## src/hdl/crb_pkg.sv

```systemverilog
// ----------------------------------------------------------------------------
// Coverage run builder package
// Shared widths, payload structures, event type and sequencer states.
// ----------------------------------------------------------------------------
package crb_pkg;

   localparam int POS_W   = 32;
   localparam int LEN_W   = 16;
   localparam int DEPTH_W = 5;

   // One input request: an aligned block.
   typedef struct packed {
      logic [POS_W-1:0] block_start;
      logic [LEN_W-1:0] block_length;
      logic             last;
   } req_type;

   // One result: a coverage run.
   typedef struct packed {
      logic [POS_W-1:0]   run_start;
      logic [DEPTH_W-1:0] run_depth;
      logic               overflow;
      logic               run_last;
   } rsp_type;

   // A sweep event: a block start (+1) or a block end (-1).
   typedef struct packed {
      logic [POS_W-1:0] position;
      logic             is_end;
   } event_type;

   // Sequencer states.
   typedef enum logic [2:0] {
      ST_FILL,
      ST_SECOND,
      ST_SETTLE,
      ST_ZERO,
      ST_SWEEP,
      ST_FLUSH
   } state_type;

endpackage

```

## src/hdl/crb_cell.sv

```systemverilog
// ----------------------------------------------------------------------------
// Coverage run builder sorting cell
// One stage of the systolic insertion sorter: holds one event, keeps the
// smaller of its own and the arriving event and hands the larger on.
// ----------------------------------------------------------------------------
module crb_cell #(
   parameter int INDEX = 0,
   parameter int TAG_W = 6
) (
   input  logic                clock,
   input  logic                reset,
   input  logic                shift,
   input  logic                carry_valid_in,
   input  logic [TAG_W-1:0]    carry_tag_in,
   input  crb_pkg::event_type  carry_event_in,
   input  crb_pkg::event_type  right_event,
   output crb_pkg::event_type  held_event,
   output logic                carry_valid_out,
   output logic [TAG_W-1:0]    carry_tag_out,
   output crb_pkg::event_type  carry_event_out,
   output logic                busy
);

   logic               in_valid_ff;
   logic [TAG_W-1:0]   in_tag_ff;
   crb_pkg::event_type in_event_ff;
   crb_pkg::event_type held_ff;
   crb_pkg::event_type held_in;
   logic               land;
   logic               swap;

   // The tag counts the events stored ahead of this one, so an event lands
   // in the cell whose index equals its tag: the first free cell.
   always_comb begin
      land = in_valid_ff && (in_tag_ff == TAG_W'(INDEX));
      swap = in_event_ff.position < held_ff.position;
   end

   // Next held event: shift towards the head, or keep the smaller event.
   always_comb begin
      held_in = held_ff;
      if (shift) begin
         held_in = right_event;
      end else if (in_valid_ff && (land || swap)) begin
         held_in = in_event_ff;
      end
   end

   // Displaced event travels on to the next cell.
   always_comb begin
      carry_valid_out = in_valid_ff && !land;
      carry_tag_out   = in_tag_ff;
      carry_event_out = swap ? held_ff : in_event_ff;
      held_event      = held_ff;
      busy            = in_valid_ff;
   end

   // Arrival register valid flag.
   always_ff @(posedge clock) begin
      if (reset) begin
         in_valid_ff <= 1'b0;
      end else begin
         in_valid_ff <= carry_valid_in;
      end
   end

   // Event payload registers.
   always_ff @(posedge clock) begin
      in_tag_ff   <= carry_tag_in;
      in_event_ff <= carry_event_in;
      held_ff     <= held_in;
   end

endmodule

```

## src/hdl/crb_sorter.sv

```systemverilog
// ----------------------------------------------------------------------------
// Coverage run builder sorter
// A row of sorting cells. Events enter at the head and ripple one cell per
// cycle; after settling, the row shifts towards the head in sorted order.
// ----------------------------------------------------------------------------
module crb_sorter #(
   parameter int SLOTS = 32,
   parameter int TAG_W = 6
) (
   input  logic               clock,
   input  logic               reset,
   input  logic               ins_valid,
   input  logic [TAG_W-1:0]   ins_tag,
   input  crb_pkg::event_type ins_event,
   input  logic               shift,
   output crb_pkg::event_type head_event,
   output crb_pkg::event_type next_event,
   output logic               busy
);

   logic               carry_valid [SLOTS+1];
   logic [TAG_W-1:0]   carry_tag   [SLOTS+1];
   crb_pkg::event_type carry_event [SLOTS+1];
   crb_pkg::event_type held        [SLOTS];
   logic [SLOTS-1:0]   busy_vec;

   // New events enter at the head cell.
   assign carry_valid[0] = ins_valid;
   assign carry_tag[0]   = ins_tag;
   assign carry_event[0] = ins_event;

   // The row of cells.
   for (genvar i = 0; i < SLOTS; i++) begin : g_cell
      crb_pkg::event_type right;
      if (i == SLOTS - 1) begin : g_tail
         assign right = held[i];
      end else begin : g_body
         assign right = held[i+1];
      end
      crb_cell #(
         .INDEX (i),
         .TAG_W (TAG_W)
      ) u_cell (
         .clock           (clock),
         .reset           (reset),
         .shift           (shift),
         .carry_valid_in  (carry_valid[i]),
         .carry_tag_in    (carry_tag[i]),
         .carry_event_in  (carry_event[i]),
         .right_event     (right),
         .held_event      (held[i]),
         .carry_valid_out (carry_valid[i+1]),
         .carry_tag_out   (carry_tag[i+1]),
         .carry_event_out (carry_event[i+1]),
         .busy            (busy_vec[i])
      );
   end

   // The sweep reads the two front cells; busy while any event is in flight.
   always_comb begin
      head_event = held[0];
      next_event = held[1];
      busy       = |busy_vec;
   end

endmodule

```

## src/hdl/coverage_run_builder_core.sv

```systemverilog
// ----------------------------------------------------------------------------
// Coverage run builder
// Builds a run-length coverage map from aligned blocks with a systolic
// insertion sorter and a sweep over the sorted events.
// ----------------------------------------------------------------------------
// Use: requests (block start, length, last) arrive on the req_ channel and
// coverage runs leave on the rsp_ channel, both valid/ready. Each stored
// block becomes a +1 event at its start and a -1 event at its saturated end.
// A request is taken in ST_FILL, where its start event enters the head of the
// cell row; its end event follows in ST_SECOND, before the next request is
// taken. Blocks beyond MAX_BLOCKS are dropped and flagged. After the request
// marked last, the row settles while the final events ripple to their cells
// (N stored events, at most 2*MAX_BLOCKS), then the sweep pops one event per
// cycle from the head while the output registers have room, and the final run
// of the map is offered once all N events have been swept.
// One run is held back until the next is known, so that the final one
// carries run_last; results sit in an output register, and a stalled
// receiver simply holds the sweep. No requests are taken during the sweep.
// Synchronous reset empties the map and clears the overflow flag; no
// clearing pass is needed.
// ----------------------------------------------------------------------------
module coverage_run_builder_core #(
   parameter int MAX_BLOCKS = 16
) (
   input  logic             clock,
   input  logic             reset,
   input  logic             req_valid,
   output logic             req_ready,
   input  crb_pkg::req_type req_payload,
   output logic             rsp_valid,
   input  logic             rsp_ready,
   output crb_pkg::rsp_type rsp_payload
);

   localparam int SLOTS = 2 * MAX_BLOCKS;
   localparam int CW    = $clog2(SLOTS + 1);

   localparam int POS_W   = crb_pkg::POS_W;
   localparam int DEPTH_W = crb_pkg::DEPTH_W;

   crb_pkg::state_type  state_ff, state_in;
   logic [CW-1:0]       count_ff;
   logic                ovf_ff;
   logic                last_ff;
   logic                stored_ff;
   logic [POS_W-1:0]    end_pos_ff;
   logic [CW-1:0]       remain_ff;
   logic [DEPTH_W-1:0]  depth_ff;
   logic [DEPTH_W-1:0]  shown_ff;
   logic                pend_v_ff;
   crb_pkg::rsp_type    pend_ff;
   logic                out_v_ff;
   crb_pkg::rsp_type    out_ff;

   logic                accept;
   logic                fits;
   logic [POS_W:0]      end_sum;
   logic [POS_W-1:0]    end_sat;
   logic                ins_valid;
   crb_pkg::event_type  ins_event;
   logic                shift;
   logic                busy;
   crb_pkg::event_type  head_event;
   crb_pkg::event_type  next_event;
   logic                have;
   logic                group_end;
   logic [DEPTH_W-1:0]  depth_step;
   logic                out_free;
   logic                room;
   logic                produce;
   logic                produce_go;
   logic [POS_W-1:0]    new_pos;
   logic [DEPTH_W-1:0]  new_depth;
   logic                flush;

   // Request side arithmetic: end position saturates at the top.
   always_comb begin
      accept  = req_valid && req_ready;
      fits    = ({1'b0, count_ff} + (CW+1)'(2)) <= (CW+1)'(SLOTS);
      end_sum = {1'b0, req_payload.block_start} + (POS_W+1)'(req_payload.block_length);
      end_sat = end_sum[POS_W] ? {POS_W{1'b1}} : end_sum[POS_W-1:0];
   end

   // Sweep arithmetic on the head of the row.
   always_comb begin
      have       = remain_ff != '0;
      group_end  = (remain_ff == CW'(1)) || (next_event.position != head_event.position);
      depth_step = head_event.is_end ? depth_ff - DEPTH_W'(1) : depth_ff + DEPTH_W'(1);
      out_free   = !out_v_ff || rsp_ready;
      room       = !pend_v_ff || out_free;
   end

   // Sequencer outputs.
   always_comb begin
      req_ready = 1'b0;
      ins_valid = 1'b0;
      ins_event = '{position: req_payload.block_start, is_end: 1'b0};
      shift     = 1'b0;
      produce   = 1'b0;
      new_pos   = '0;
      new_depth = depth_ff;
      flush     = 1'b0;
      case (state_ff)
         crb_pkg::ST_FILL: begin
            req_ready = 1'b1;
            ins_valid = req_valid && fits;
         end
         crb_pkg::ST_SECOND: begin
            ins_valid = stored_ff;
            ins_event = '{position: end_pos_ff, is_end: 1'b1};
         end
         crb_pkg::ST_ZERO: begin
            if (have && (head_event.position == '0)) begin
               shift = 1'b1;
            end else begin
               produce = 1'b1;
            end
         end
         crb_pkg::ST_SWEEP: begin
            if (have) begin
               if (group_end && (depth_step != shown_ff)) begin
                  produce   = 1'b1;
                  new_pos   = head_event.position;
                  new_depth = depth_step;
                  shift     = room;
               end else begin
                  shift = 1'b1;
               end
            end
         end
         crb_pkg::ST_FLUSH: begin
            flush = out_free;
         end
         default: begin
            req_ready = 1'b0;
         end
      endcase
      produce_go = produce && room;
   end

   // Sequencer next state.
   always_comb begin
      state_in = state_ff;
      case (state_ff)
         crb_pkg::ST_FILL: begin
            if (accept) state_in = crb_pkg::ST_SECOND;
         end
         crb_pkg::ST_SECOND: begin
            state_in = last_ff ? crb_pkg::ST_SETTLE : crb_pkg::ST_FILL;
         end
         crb_pkg::ST_SETTLE: begin
            if (!busy) state_in = crb_pkg::ST_ZERO;
         end
         crb_pkg::ST_ZERO: begin
            if (produce_go) state_in = crb_pkg::ST_SWEEP;
         end
         crb_pkg::ST_SWEEP: begin
            if (!have) state_in = crb_pkg::ST_FLUSH;
         end
         crb_pkg::ST_FLUSH: begin
            if (flush) state_in = crb_pkg::ST_FILL;
         end
         default: begin
            state_in = crb_pkg::ST_FILL;
         end
      endcase
   end

   // Control registers.
   always_ff @(posedge clock) begin
      if (reset) begin
         state_ff  <= crb_pkg::ST_FILL;
         count_ff  <= '0;
         ovf_ff    <= 1'b0;
         remain_ff <= '0;
         pend_v_ff <= 1'b0;
         out_v_ff  <= 1'b0;
      end else begin
         state_ff <= state_in;
         if (ins_valid) begin
            count_ff <= count_ff + CW'(1);
         end else if (flush) begin
            count_ff <= '0;
         end
         if (accept && !fits) begin
            ovf_ff <= 1'b1;
         end else if (flush) begin
            ovf_ff <= 1'b0;
         end
         if ((state_ff == crb_pkg::ST_SETTLE) && !busy) begin
            remain_ff <= count_ff;
         end else if (shift) begin
            remain_ff <= remain_ff - CW'(1);
         end
         if (produce_go) begin
            pend_v_ff <= 1'b1;
         end else if (flush) begin
            pend_v_ff <= 1'b0;
         end
         if ((produce_go && pend_v_ff) || flush) begin
            out_v_ff <= 1'b1;
         end else if (rsp_ready) begin
            out_v_ff <= 1'b0;
         end
      end
   end

   // Payload registers.
   always_ff @(posedge clock) begin
      if (accept) begin
         end_pos_ff <= end_sat;
         last_ff    <= req_payload.last;
         stored_ff  <= fits;
      end
      if ((state_ff == crb_pkg::ST_SETTLE) && !busy) begin
         depth_ff <= '0;
      end else if (shift) begin
         depth_ff <= depth_step;
      end
      if (produce_go) begin
         shown_ff <= new_depth;
         pend_ff  <= '{run_start: new_pos, run_depth: new_depth,
                       overflow: ovf_ff, run_last: 1'b0};
      end
      if (produce_go && pend_v_ff) begin
         out_ff <= pend_ff;
      end else if (flush) begin
         out_ff <= '{run_start: pend_ff.run_start, run_depth: pend_ff.run_depth,
                     overflow: pend_ff.overflow, run_last: 1'b1};
      end
   end

   // Sorting row.
   crb_sorter #(
      .SLOTS (SLOTS),
      .TAG_W (CW)
   ) u_sorter (
      .clock      (clock),
      .reset      (reset),
      .ins_valid  (ins_valid),
      .ins_tag    (count_ff),
      .ins_event  (ins_event),
      .shift      (shift),
      .head_event (head_event),
      .next_event (next_event),
      .busy       (busy)
   );

   assign rsp_valid   = out_v_ff;
   assign rsp_payload = out_ff;

   // The stored event count never exceeds the row length.
   a_count_range: assert property (@(posedge clock) disable iff (reset)
      count_ff <= CW'(SLOTS))
      else $error("event count beyond capacity");

   // The row only shifts once every event has reached its cell.
   a_shift_settled: assert property (@(posedge clock) disable iff (reset)
      shift |-> !busy)
      else $error("shift while events are in flight");

   // The held-back run is always present when the map is being closed.
   a_flush_pending: assert property (@(posedge clock) disable iff (reset)
      (state_ff == crb_pkg::ST_FLUSH) |-> pend_v_ff)
      else $error("closing the map without a pending run");

   // Closing the map empties it and clears the overflow flag.
   a_flush_clears: assert property (@(posedge clock) disable iff (reset)
      flush |=> ((count_ff == '0) && !ovf_ff && !pend_v_ff && rsp_valid))
      else $error("map state not cleared after the final run");

endmodule
```

## config.mk

```make
export PLATFORM = sky130hd
export DESIGN_NAME = coverage_run_builder_core
export DESIGN_NICKNAME = d
export VERILOG_FILES = /design/src/hdl/crb_pkg.sv /design/src/hdl/crb_cell.sv /design/src/hdl/crb_sorter.sv /design/src/hdl/coverage_run_builder_core.sv
export SDC_FILE = /design/constraint.sdc
export NUM_CORES = 2
export LEC_CHECK = 0
export BUFFER_PORTS_ARGS = -buffer_cell sky130_fd_sc_hd__buf_2
export CORE_AREA = 2 2 486 488
export DETAILED_ROUTE_END_ITERATION = 10
export DIE_AREA = 0 0 488 490
export PLACE_DENSITY = 0.66
export SYNTH_ARGS = -nofsm -noshare
export SYNTH_HDL_FRONTEND = slang
export SYNTH_SLANG_ARGS = --single-unit
```

## constraint.sdc

```tcl
create_clock -name clock -period 6.6 [get_ports clock]
set_input_delay 0.99 -clock clock [delete_from_list [all_inputs] [get_ports clock]]
set_output_delay 0.99 -clock clock [all_outputs]
set_load 0.01 [all_outputs]
```

## Yosys cells after proc, flatten, opt, wreduce, memory -nomap -nowiden

Index checks and enable logic that the tools add are counted.

- Flip-flop bits (word level): 2470
- Bits in latches: 0
- RAM bits: 0
- Bits in read-only memories: 0
- Bits of input ports: 53
- Output and inout port bits: 41
- Logic and storage cells: 639
- Memories: 0

- $add $sub $neg: 6
- $mul: 0
- Divide/modulo/power cells: 0
- $lt $le $gt $ge: 33
- Eq/ne operators: 44
- Shifts and indexed selects: 0
- Multiplexer cells: 127
- Bitwise logic cells: 1
- Reductions and logical operators: 219

Operator list:

| operator | number |
|---|---|
| $mux 33 | 94 |
| $lt 32x32->1 | 32 |
| $logic_and 1x1->1 | 103 |
| $eq 6x5->1 const B | 16 |
| $mux 39 | 2 |
| $reduce_bool 2->1 | 37 |
| $eq 6x4->1 const B | 8 |
| $logic_or 1x1->1 | 36 |
| $logic_not 1->1 | 35 |
| $add 32x16->33 | 1 |
| $logic_not 32->1 | 1 |
| $ne 32x32->1 | 1 |
| $reduce_or 32->1 | 1 |
| $eq 6x3->1 const B | 4 |
| $mux 6 | 4 |
| $mux 5 | 4 |
| $pmux 3 s6 | 1 |
| $mux 3 | 5 |
| $mux 1 | 13 |
| $eq 6x1->1 const B | 2 |
| $eq 6x2->1 const B | 2 |
| $ne 2x2->1 const B | 5 |
| $add 6x2->7 const B | 1 |
| $le 7x6->1 const B | 1 |
| 17 further kinds | 21 |

## Logic depth before layout (Yosys ltp)

- Depth after elaboration: 11
- Gate-level depth with buffers: 12
- Gate-level depth less buffers: 11

## Hierarchy

A second synthesis with hierarchy kept.

- Cell total of the unflattened synthesis: 9057
- Area, all modules: 121332.6 um^2

By module, submodules not included:

| module | times used | cells each | area an instance (um^2) | seq. area each (um^2) |
|---|---|---|---|---|
| crb_cell (u_sorter.g_cell[10].u_cell ...) | 10 | 263 | 3563.4 | 1791.7 |
| crb_cell (u_sorter.g_cell[11].u_cell ...) | 6 | 263 | 3560.9 | 1791.7 |
| crb_cell (u_sorter.g_cell[21].u_cell ...) | 4 | 263 | 3565.9 | 1791.7 |
| crb_cell (u_sorter.g_cell[16].u_cell ...) | 4 | 263 | 3562.2 | 1791.7 |
| coverage_run_builder_core | 1 | 625 | 7238.2 | 3793.6 |
| crb_cell (u_sorter.g_cell[1].u_cell ...) | 2 | 264 | 3565.9 | 1791.7 |
| crb_cell (u_sorter.g_cell[17].u_cell ...) | 2 | 263 | 3564.7 | 1791.7 |
| crb_cell (u_sorter.g_cell[0].u_cell) | 1 | 265 | 3567.2 | 1791.7 |
| crb_cell (u_sorter.g_cell[12].u_cell) | 1 | 264 | 3560.9 | 1791.7 |
| crb_cell (u_sorter.g_cell[3].u_cell) | 1 | 263 | 3559.7 | 1791.7 |
| crb_cell (u_sorter.g_cell[15].u_cell) | 1 | 263 | 3558.4 | 1791.7 |
| crb_sorter | 1 | 11 | 75.1 | 0.0 |

## Least setup slack after synthesis

No wires, ideal clock.

- Path kind: flip-flop to flip-flop
- From: register u_sorter.g_cell[10].u_cell.held_ff (netlist bit u_sorter.g_cell[10].u_cell.held_event[21])
- To: register u_sorter.g_cell[10].u_cell.held_ff (netlist bit u_sorter.g_cell[10].u_cell.held_event[0]) (enable)
- Library setup time: 469 ps
- Arrival time: 4349 ps
- Data required time: 6131 ps
- Setup slack: 1782 ps
- Cell stages (with the launch flop): 11
- Path buffers: 2
- Clock period less this slack: 4818 ps
- Cell sequence: edfxtp_1 inv_1 ha_1 a2111oi_0 o21ai_0 o2111ai_1 a21boi_0 o21ai_1 clkbuf_1 buf_1 o21ai_0

- Word-level cells in the longest chain between the ends: 4

RTL lines:

| what | line | text |
|---|---|---|
| start: declaration | crb_cell.sv:27 | `crb_pkg::event_type held_ff;` |
| start signal: assignment | crb_cell.sv:71 | `held_ff <= held_in;` |
| $lt 32x32->1 | crb_cell.sv:36 | `swap = in_event_ff.position < held_ff.position;` |
| $logic_or 1x1->1 | crb_cell.sv:44 | `end else if (in_valid_ff && (land \|\| swap)) begin` |
| $logic_and 1x1->1 | crb_cell.sv:44 |  |
| $reduce_bool 2->1 (no source line) | - |  |

Every way passes these cells.
A chain may end at the register's enable or synchronous reset.

## Final worst setup path

- From: register u_sorter.g_cell[0].u_cell.held_ff (netlist bit u_sorter.g_cell[0].u_cell.held_event[3])
- To: register u_sorter.g_cell[15].u_cell.held_ff (netlist bit u_sorter.g_cell[15].u_cell.held_event[27]) (enable)

- Word-level cells in the longest chain between the ends: 7
- Elaborated cells between the ends (all ways): 10
- Those cells by class: 1 x eq/ne; 4 x mux; 5 x reduce/logical

RTL lines:

| what | line | text |
|---|---|---|
| start: declaration | crb_cell.sv:27 |  |
| start signal: assignment | crb_cell.sv:71 |  |
| $ne 32x32->1 | coverage_run_builder_core.sv:87 | `group_end = (remain_ff == CW'(1)) \|\| (next_event.position != head_event.position);` |
| $logic_or 1x1->1 | coverage_run_builder_core.sv:87 |  |
| $logic_and 1x1->1 | coverage_run_builder_core.sv:121 | `if (group_end && (depth_step != shown_ff)) begin` |
| $mux 1 | coverage_run_builder_core.sv:121 |  |
| $mux 1 | coverage_run_builder_core.sv:120 | `if (have) begin` |
| $pmux 1 s2 (*) | coverage_run_builder_core.sv:103 | `case (state_ff)` |
| $reduce_bool 2->1 (no source line) (*) | - |  |
| end signal: assignment | crb_cell.sv:71 |  |
| end: declaration | crb_cell.sv:27 |  |

Mark *: on every way between the ends. The rest lies on a longest branch, timed or not.

==> impl_results.md <==
* Highest clock rate at 213 MHz
* Post-CTS Resized at 0
* Post-synth top flop: dfxtp_1
* Routed WL at 281000 um
* Placed Area at 122000 um2
* Starting DRT DRC Count at 6018
* Max Cap Viol at 0
* Rel. slew slack at 20.4%
* Worst Hold Path EP: last_ff
* Hold path depth at 1
* Initial antenna violation count at 3
* Warnings, synthesis at 0
* Gr usage total at 23.0%
* Syn Inst Count at 11300
* Power density over the cells at 420 nW/um2
* Post-route ant nets at 0
* FILL cells at 19800
* Syn_nets at 12400
* Post-synth top area cell: edfxtp_1
* Asr flop ratio synth at 0%
* Post-CTS setup buffer count at 0
* Cell Area, Synth at 119000 um2
* Number of synthesized flops with an enable pin at 1167
* Die Y at 490 um
* HPWL after DPL at 198000 um
* GRT overflow at 0
* Clk sinks at 2470
* Crit path DAT at 5190 ps
* First-pass detailed-route iteration total at 6
* Die area at 239000 um2
* Path type of the worst setup path: register to register
* Sequential Power Share at 43.0%
* Worst reg-to-reg setup slack at 1910 ps
* Register area share after synthesis at 51.5%
* HP Class: input pin to register
* Crit share post-route at 71.1%
* Vias in the first global route at 83900
* First-pass GRT wire length at 453000 um
* H-tree levels at 5
* Via count at 83600
* Routability cong. at 0.880
* Root buf cell: clkbuf_16
* CP max FO at 33
* Drt wl/cell at 19.3 um
* Internal at 36.9 mW
* Worst Skew at 72.5 ps
* Fin. max-slew vios at 0
* Power share of the clock group at 27.9%
* Largest net degree at the start of global routing at 249
* Maximum VDD drop at 254 uV
* Cell with the most instances after synthesis: nand2_1
* LEAKAGE at 55.9 nW
* Share of layout cells above drive strength 1 at 12.6%
* Initial Util at 50.7%
* Later-pin clock latency in the skew report at 950 ps
* CP Launch Type: register
* Final Hold Fails at 0
* Critical R2R Capture: u_sorter.g_cell[15].u_cell.held_event[27]
* FF-to-FF path depth at 8
* Worst setup EP type: register
* Worst R2R Start: u_sorter.g_cell[0].u_cell.held_event[3]
* Nets at 12300
* Synth unique cells at 78
* Worst Max-Slew Pin Slew at 1190 ps
* Clock transition at path regs at 60 ps
* Fin Setup TNS at 0 ps
* CTS tree: yes
* Synth Register Bits at 2470
* Largest cells by area after synthesis: edfxtp_1 (30%), dfxtp_1 (22%), ha_1 (11%)
* Core area at 234000 um2
* # DRC at 0
* IO Pins at 94
* Commonest cells post-synth: nand2_1 (1626), dfxtp_1 (1303), edfxtp_1 (1167), inv_1 (1050), ha_1 (1017)
* Setup violators final at 0
* Gate power share at 29.2%
* Num CTS Buffers at 281
* Floorplan row count at 178
* Switching share of total power at 33.1%
* Hold_sp: req_payload[0]
* RSZ-0062 raised after global routing: no
* Top-area cell type share of the netlist area at 29.5%
* Port Buffer Count at 93
* Clock tree buffer depth at 4
* Post-route cell area at 131000 um2
* Die width at 488 um
* Status: completed
* Syn_area_per_cell at 10.5 um2
* Hold_buf cts at 0
* Switching power at 18.2 mW
* Area Growth Syn to Fin at 10.4%
* Required time of the critical path at 7100 ps
* Tmin final at 4690 ps
* Via density at 5.74
## power by group through the flow
stage | registers [mW] | clock network (mW) | logic (mW)
2_1_floorplan | 22.4 | 0 | 12.5
3_3_place_gp | 23.8 | 0 | 15.1
3_5_place_dp | 23.8 | 0 | 15.8
4_1_cts | 23.6 | 15.6 | 16.0
5_1_grt | 24.1 | 16.2 | 18.2
6_report | 23.7 | 15.3 | 16.1
## kinds of logic (layout without fill, tap and decap cells)
logic type	after synthesis	count (layout)	synth area share (%)
fa+ha+maj	1019	1019	10.8
simple gates	2785	2785	10.6
buf+inv	1640	1752	5.44
flops	2470	2470	51.5
xor+xnor	55	55	0.429
compound gates	2576	2576	14.0
mux	765	765	7.25
other cells	0	1	0
## critical path: stages (launching register included)
cell and delay (ps):
edfxtp_1 440, nor4_1 400, nand2_1 240, nor4_1 750
nand2_1 230, nor3_1 420, or3_4 620, nor2_1 180
a21oi_4 910
## final cells by class
class | count | area (um2) | share of cell area [%]
antenna | 1 | 2.50 | 0.00191
clock buffer | 409 | 8230 | 6.28
clock inverter | 81 | 798 | 0.609
inverter | 1050 | 3940 | 3.01
multi-input combinational | 7200 | 51600 | 39.3
sequential | 2470 | 61100 | 46.6
tap | 3150 | 3940 | 3.01
timing repair buffer | 212 | 1460 | 1.11
## how the worst max path moves through the flow
stage / startpoint / end / cells after the start
2_1_floorplan: u_sorter.g_cell[10].u_cell.held_event[21] / u_sorter.g_cell[10].u_cell.held_event[0] / 10
3_3_place_gp: u_sorter.g_cell[0].u_cell.held_event[3] / u_sorter.g_cell[13].u_cell.held_event[20] / 8
3_5_place_dp: u_sorter.g_cell[0].u_cell.held_event[4] / u_sorter.g_cell[5].u_cell.held_event[12] / 8
4_1_cts: u_sorter.g_cell[0].u_cell.held_event[3] / u_sorter.g_cell[15].u_cell.held_event[27] / 8
5_1_grt: u_sorter.g_cell[0].u_cell.held_event[3] / u_sorter.g_cell[5].u_cell.held_event[25] / 8
6_report: u_sorter.g_cell[0].u_cell.held_event[3] / u_sorter.g_cell[15].u_cell.held_event[27] / 8
## per-stage QoR
stage	setup slack [ps]	std cells	hold slack [ps]	util (%)	power, mW
after floorplan	1780	11300	322	-	34.9
after global placement	1990	14100	329	52.1	38.9
after detailed placement	2020	14100	334	52.1	39.6
after CTS	1960	14600	171	56.0	55.3
after global routing	1600	14600	198	56.0	58.5
final	1910	14600	239	56.0	55.1
## sequential cells by signal (all words and copies together), names as in the netlist, 3 cells and up
name / count
count_ff: 6
depth_ff: 5
end_pos_ff: 32
pend_ff: 38
remain_ff: 6
rsp_payload: 39
state_ff: 3
u_sorter.g_cell.u_cell.busy: 32
u_sorter.g_cell.u_cell.carry_tag_out: 192
u_sorter.g_cell.u_cell.held_event: 1056
u_sorter.g_cell.u_cell.in_event_ff: 1056
## layout by cell type, fill, tap and decap left out, types with 93 or more instances in the layout
cell and instances:
a21o_1 277, clkbuf_16 295, a21oi_1 247, o21ai_0 655
o311ai_0 186, nand3_1 253, nand4_1 197, nor2_1 188
buf_4 111, mux2_2 729, buf_2 93, nand2_1 1624
a311o_1 198, nor4_1 212, o21ai_1 515, ha_1 1017
edfxtp_1 1167, inv_1 1050, dfxtp_1 1303
## layer usage
layer	track usage (%)	share of wire (%)	wire length, um	up-vias
met1	31.5	46	128000	40300
li1	-	-	-	40900
met5	0	0	0	-
met2	38.2	48	134000	1855
met4	6.15	2.4	6660	0
met3	3.26	4.3	12000	468
No activity file was read; power rests on OpenSTA's default activity.
